`src/rtl/dwrs_pkg.sv`:
```
// ----------------------------------------------------------------------------
// dwrs_pkg
// Shared widths, codes, reset values and lane interface types for the
// two-wheel ramp and stop profiler.
// ----------------------------------------------------------------------------
package dwrs_pkg;

  // Wheel ports on the top level; lane 0 drives the right wheel
  localparam int WHEELS        = 2;
  localparam int WHEEL_RIGHT   = 0;
  localparam int WHEEL_LEFT    = 1;
  localparam int DEFAULT_LANES = 2;

  // Q16.16 value width for velocities and distances
  localparam int VALUE_WIDTH = 32;

  localparam int OP_WIDTH        = 2;
  localparam int ACCEL_WIDTH     = 31;
  localparam int DPT_WIDTH       = 32;
  localparam int RATE_WIDTH      = 16;
  localparam int CFG_INDEX_WIDTH = 2;
  localparam int CFG_DATA_WIDTH  = 32;

  localparam logic [OP_WIDTH-1:0] OP_TICK      = 2'd0;
  localparam logic [OP_WIDTH-1:0] OP_START     = 2'd1;
  localparam logic [OP_WIDTH-1:0] OP_START_VEL = 2'd2;

  localparam logic [CFG_INDEX_WIDTH-1:0] CFG_RIGHT_ACCEL   = 2'd0;
  localparam logic [CFG_INDEX_WIDTH-1:0] CFG_LEFT_ACCEL    = 2'd1;
  localparam logic [CFG_INDEX_WIDTH-1:0] CFG_DIST_PER_TICK = 2'd2;
  localparam logic [CFG_INDEX_WIDTH-1:0] CFG_SAMPLE_RATE   = 2'd3;

  localparam logic [ACCEL_WIDTH-1:0] ACCEL_RESET = 31'd65536;
  localparam logic [DPT_WIDTH-1:0]   DPT_RESET   = 32'd65536;
  localparam logic [RATE_WIDTH-1:0]  RATE_RESET  = 16'd1000;

  // Step strobes from the sequencer to every lane
  typedef struct packed {
    logic                load;
    logic                mul;
    logic                sat;
    logic                prod;
    logic                cmp;
    logic                commit;
    logic [OP_WIDTH-1:0] op;
    logic                stop_armed;
  } lane_ctrl_t;

  // State a lane takes on at commit
  typedef struct packed {
    logic signed [VALUE_WIDTH-1:0] velocity;
    logic                          done;
    logic signed [VALUE_WIDTH-1:0] travelled;
  } lane_result_t;

endpackage

```
`src/rtl/dwrs_seq.sv`:
```
// ----------------------------------------------------------------------------
// dwrs_seq
// Step sequencer shared by the lanes; also holds the stop-mode arm flag.
// ----------------------------------------------------------------------------
module dwrs_seq (
  input  logic                              clk,
  input  logic                              rst,
  input  logic                              in_valid,
  input  logic [dwrs_pkg::OP_WIDTH-1:0]     operation,
  input  logic                              out_free,
  output logic                              in_stall,
  output dwrs_pkg::lane_ctrl_t              ctrl
);

  localparam logic [2:0] S_IDLE   = 3'd0;
  localparam logic [2:0] S_MUL    = 3'd1;
  localparam logic [2:0] S_SAT    = 3'd2;
  localparam logic [2:0] S_PROD   = 3'd3;
  localparam logic [2:0] S_CMP    = 3'd4;
  localparam logic [2:0] S_COMMIT = 3'd5;

  logic [2:0]                      state;
  logic [2:0]                      state_next;
  logic [dwrs_pkg::OP_WIDTH-1:0]   op_hold;
  logic                            stop_armed;
  logic                            accept;
  logic                            commit;

  assign in_stall = (state != S_IDLE);
  assign accept   = in_valid && !in_stall;
  assign commit   = (state == S_COMMIT) && out_free;

  always_comb begin
    state_next = state;
    unique case (state)
      S_IDLE:   if (accept) state_next = S_MUL;
      S_MUL:    state_next = S_SAT;
      S_SAT:    state_next = S_PROD;
      S_PROD:   state_next = S_CMP;
      S_CMP:    state_next = S_COMMIT;
      S_COMMIT: if (out_free) state_next = S_IDLE;
      default:  state_next = S_IDLE;
    endcase
  end

  always_ff @(posedge clk) begin
    if (rst) begin
      state      <= S_IDLE;
      stop_armed <= 1'b0;
    end else begin
      state <= state_next;
      if (commit && (op_hold == dwrs_pkg::OP_START || op_hold == dwrs_pkg::OP_START_VEL)) begin
        stop_armed <= 1'b1;
      end
    end
  end

  always_ff @(posedge clk) begin
    if (accept) begin
      op_hold <= operation;
    end
  end

  assign ctrl.load       = accept;
  assign ctrl.mul        = (state == S_MUL);
  assign ctrl.sat        = (state == S_SAT);
  assign ctrl.prod       = (state == S_PROD);
  assign ctrl.cmp        = (state == S_CMP);
  assign ctrl.commit     = commit;
  assign ctrl.op         = op_hold;
  assign ctrl.stop_armed = stop_armed;

`ifndef ASSERT_OFF
  a_accept_starts: assert property (@(posedge clk) disable iff (rst)
    accept |=> (state == S_MUL))
    else $error("accepted transaction did not start the multiply step");

  a_stop_sticky: assert property (@(posedge clk) disable iff (rst)
    stop_armed |=> stop_armed)
    else $error("stop mode disarmed without reset");

  a_one_step: assert property (@(posedge clk) disable iff (rst)
    $onehot0({ctrl.load, ctrl.mul, ctrl.sat, ctrl.prod, ctrl.cmp, ctrl.commit}))
    else $error("more than one lane step strobed at once");

  a_commit_waits: assert property (@(posedge clk) disable iff (rst)
    ((state == S_COMMIT) && !out_free) |=> (state == S_COMMIT))
    else $error("result dropped while output register was full");
`endif

endmodule

```
`config.mk`:
```
export PLATFORM = sky130hd
export DESIGN_NAME = dwrs_seq
export DESIGN_NICKNAME = d
export VERILOG_FILES = /design/src/rtl/dwrs_pkg.sv /design/src/rtl/dwrs_seq.sv
export SDC_FILE = /design/constraint.sdc
export NUM_CORES = 1
export LEC_CHECK = 0
export ABC_AREA = 1
export BUFFER_PORTS_ARGS = -buffer_cell sky130_fd_sc_hd__buf_2
export CORE_AREA = 2 2 39 41
export CTS_CLUSTER_DIAMETER = 60
export DETAILED_ROUTE_END_ITERATION = 7
export DIE_AREA = 0 0 41 43
export HOLD_SLACK_MARGIN = 0.05
export PLACE_DENSITY = 0.58
export SYNTH_ARGS = -nofsm -noshare
export SYNTH_HDL_FRONTEND = slang
export SYNTH_SLANG_ARGS = --single-unit
```
`constraint.sdc`:
```
create_clock -name clk -period 2.4 [get_ports clk]
set_input_delay 0 -clock clk [delete_from_list [all_inputs] [get_ports clk]]
set_output_delay 0 -clock clk [all_outputs]
set_load 0.01 [all_outputs]
```
# Word-level counts from Yosys, hierarchy flattened
# Cells that the tools add are included.
op_classes:
  n_mux: 3
  eq_ne: 9
  reduce_logical: 8
ops:
  columns: ["operator", "n"]
  rows:
  - ["one-hot mux 3 bit (6 select lines)", 1]
  - ["equality test 3 x 2 -> 1 bit (second input constant)", 2]
  - ["equality test 3 bit (second input constant)", 2]
  - ["2-to-1 mux 3 bit", 2]
  - ["inequality test 2 bit (second input constant)", 2]
  - ["equality test 3 x 1 -> 1 bit (second input constant)", 1]
  - ["logical AND 1 bit", 3]
  - ["logical NOT 3 bit", 1]
  - ["nonzero test 3 bit", 1]
  - ["equality test 2 x 1 -> 1 bit (second input constant)", 1]
  - ["equality test 2 bit (second input constant)", 1]
  - ["AND reduction 2 bit", 1]
  - ["logical NOT 1 bit", 1]
  - ["logical OR 1 bit", 1]
word_totals:
  in_bits: 6
  regBits: 6

# Longest topological paths before layout
logic_depth:
  ltp_word: 5
  mapped_depth: 6
  ltp_nobuf: 6

# Worst setup path before layout
# OpenSTA, ideal clock, no wires.
synth_timing:
  path_kind: "flip-flop to flip-flop"
  start: "reg state[0]"
  end: "reg op_hold[0] in the netlist's numbering (enable)"
  setup_time_ns: 0.316
  setup_slack_ns: 1.337
  path_stages_with_launch: 4
  n_path_buf: 0
  t_arrival_ns: 0.747
  synth_period_minus_slack_ns: 1.063
  cell_sequence: "dfxtp_1 nor2_1 nand2_1 nor2_1"
synth_via:
  elab_chain_cells: 3
synth_rtl:
  columns: ["item", "line", "source"]
  rows:
  - ["from (decl)", "dwrs_seq.sv:22", "logic [2:0] state;"]
  - ["from (signal assigned)", "dwrs_seq.sv:51", "state <= state_next;"]
  - ["nonzero test 3 bit", "dwrs_seq.sv:29", "assign in_stall = (state != S_IDLE);"]
  - ["net in_stall", "dwrs_seq.sv:11", "output logic in_stall,"]
  - ["logical NOT 1 bit", "dwrs_seq.sv:30", "assign accept = in_valid && !in_stall;"]
  - ["logical AND 1 bit", "dwrs_seq.sv:30", null]
  - ["net accept", "dwrs_seq.sv:26", "logic accept;"]
  - ["to (signal assigned)", "dwrs_seq.sv:60", "op_hold <= operation;"]
  - ["to (decl)", "dwrs_seq.sv:24", "logic [dwrs_pkg::OP_WIDTH-1:0] op_hold;"]
# The timed path passes the listed nets, and every way through them passes these cells.
# A chain may end at the register's enable or synchronous reset.

==> flow_summary.yaml <==
grt:
  grtUsageTotal: 0.0906
  overflow: 0
  grt_antenna_before_repair: 0
  grt_max_degree: 8
  grt_pass1_wl_um: 1010
  grt_pass1_vias: 262
worst_hold_path:
  hold_start: "in_valid"
  hp-class: "in -> reg"
floorplan:
  die_width_um: 41
  core-area_um2: 1380
  num_rows: 14
  dieArea_um2: 1760
  ios: 16
  die_y_um: 43
  initial_core_util: 0.224
drt:
  vias_per_cell: 4.05
  drtPass1Iterations: 4
  wire_per_inst_um: 8.81
  drc_errors: 0
  routed_wl_um: 652
  vias: 300
  antenna_left: 0
  drt_iter0_markers: 5
placement:
  dp_hpwl_um: 557
  port_buffers: 15
  dp.cells: 68
  globalplace.congestion: 0.687
layout:
  final_net_count: 66
  finalNonFillerCells: 74
  area_growth_pct: 40.3
  antenna-diode-count: 0
  final_cell_mix: "buf_2 (15), nor2_1 (9), inv_1 (7)"
  drive_gt1_frac: 0.379
  final_common_cell: "buf_2"
  fill_cells: 162
  utilization: 0.315
cts:
  cts_tree: "built"
  clkTransAtPathRegs_ns: 0.04
  clock-sinks: 6
  h-tree-depth: 1
  clock_latency_ns: 0.24
  numCtsBuffers: 3
  cts_root_buf: "clkbuf_4"
  clock_path_buffers: 2
  cts.repair.resized: 0
setup_path:
  crit_start: "state[0]$_SDFFE_PP0P_"
  worstSetupStartpointType: "flop"
  critPathRequiredTime_ns: 2.40
  cp-end-kind: "primary output"
  arrival_ns: 1.19
  reg2reg_from: "state[0]$_SDFFE_PP0P_"
  path_max_fanout: 7
  critPathKind: "reg -> out"
timing:
  finalClockSkew_ns: 0.00278
  worst_slew_pin_slew_ns: 0.237
  tns_ns: 0
  finalMaxSlewViolations: 0
  post-route-period-util: 0.496
  setup_viol: 0
  slew_headroom: 0.841
  whs_ns: 0.0536
  fin_crit_ns: 1.19
  rsz0062_at_grt: "false"
  max_freq_ghz: 0.840
  hold_violations: 0
run_status:
  outcome: "finished clean"
logic_synthesis:
  ys_ff_latch: 6
  synth.distinct_cells: 12
  syn_avg_cell_area_um2: 7.76
  synth_area_leaders: "dfxtp_1 (26%), edfxtp_1 (19%), nor2_1 (11%)"
  yosys_warnings: 0
  synth_top_area_frac: 0.258
  synthCells: 40
  yosysTopAreaCell: "dfxtp_1"
  yosysSeqAreaShare: 0.452
  syn-cell-area_um2: 310
  synth.net_count: 46
power_and_ir_drop:
  leakagePower_nw: 0.239
  power_density_nw_per_um2: 631
  total_power_mw: 0.275
  irDropWorstVdd_uv: 253
run:
  maxCapViolations: 0
==> kinds of logic (layout without fill, tap and decap cells) <==
family,after synthesis,in the layout,synth area share
flops,6,6,0.452
simple gates,19,19,0.306
buf+inv,11,29,0.169
compound gates,4,4,0.0726
==> final timing paths <==
kind	depth (start not counted)	end	slack [ns]
worst max-delay path	4	ctrl[8]	1.21
worst min-delay path	3	state[0]$_SDFFE_PP0P_	0.05
worst min register to register	2	stop_armed$_SDFFE_PP0P_	0.47
worst max register to register	3	op_hold[0]$_DFFE_PP_	1.31
==> synthesized netlist by cell type <==
cell type	count
dfxtp_1	4
nor3_2	3
o21ai_0	1
o21bai_1	1
nand2_1	5
nor2_1	9
buf_4	3
a21oi_1	2
inv_1	7
inv_2	1
nand4_1	2
edfxtp_1	2
==> where the power goes <==
part | switching (mW) | internal, mW | leakage, nW | total [mW]
clock | 0.0334 | 0.0564 | 0.0138 | 0.0898
sequential | 0.0108 | 0.115 | 0.0517 | 0.126
combinational | 0.0333 | 0.0259 | 0.173 | 0.0592
total | 0.0776 | 0.197 | 0.239 | 0.275
==> repair_timing <==
action                                 in CTS  in global routing
endpoints found under the hold margin       5                  0
hold buffers                                3                  0
buffers inserted                            0                  0
==> cell type report <==
cell class                      count  area, um^2  share of cell area
Timing Repair Buffer               18         105               0.241
Sequential cell                     6         140               0.322
Tap cell                           16        20.0              0.0460
Clock buffer                        3        22.5              0.0517
Inverter                            8        30.0              0.0690
Multi-Input combinational cell     23         118               0.270
==> through the flow <==
step | instance area [um^2] | worst slack (ns)
2_1_floorplan | 310 | 1.34
4_1_cts | 435 | 1.18
5_1_grt | 435 | 1.10
3_3_place_gp | 383 | 1.36
6_report | 435 | 1.21
3_5_place_dp | 383 | 1.30
==> worst max-delay path, stage by stage, from the launching register on <==
cell and delay [ns]:
dfxtp_1 0.37, nor2_1 0.12, nand2_1 0.08, nor2_1 0.21, buf_2 0.18
==> routing by layer <==
metal,GRT usage,share of wire,routed length [um]
met4,0.0800,0.029,19
met2,0.125,0.47,306
met5,0,0,0
met3,0.0314,0.10,65
met1,0.104,0.40,260
==> state kept, by name, indices dropped and copies added, names as in the netlist <==
register,count
stop_armed,1
op_hold,2
state,3
Note: power is estimated with default switching activity, not from simulation.
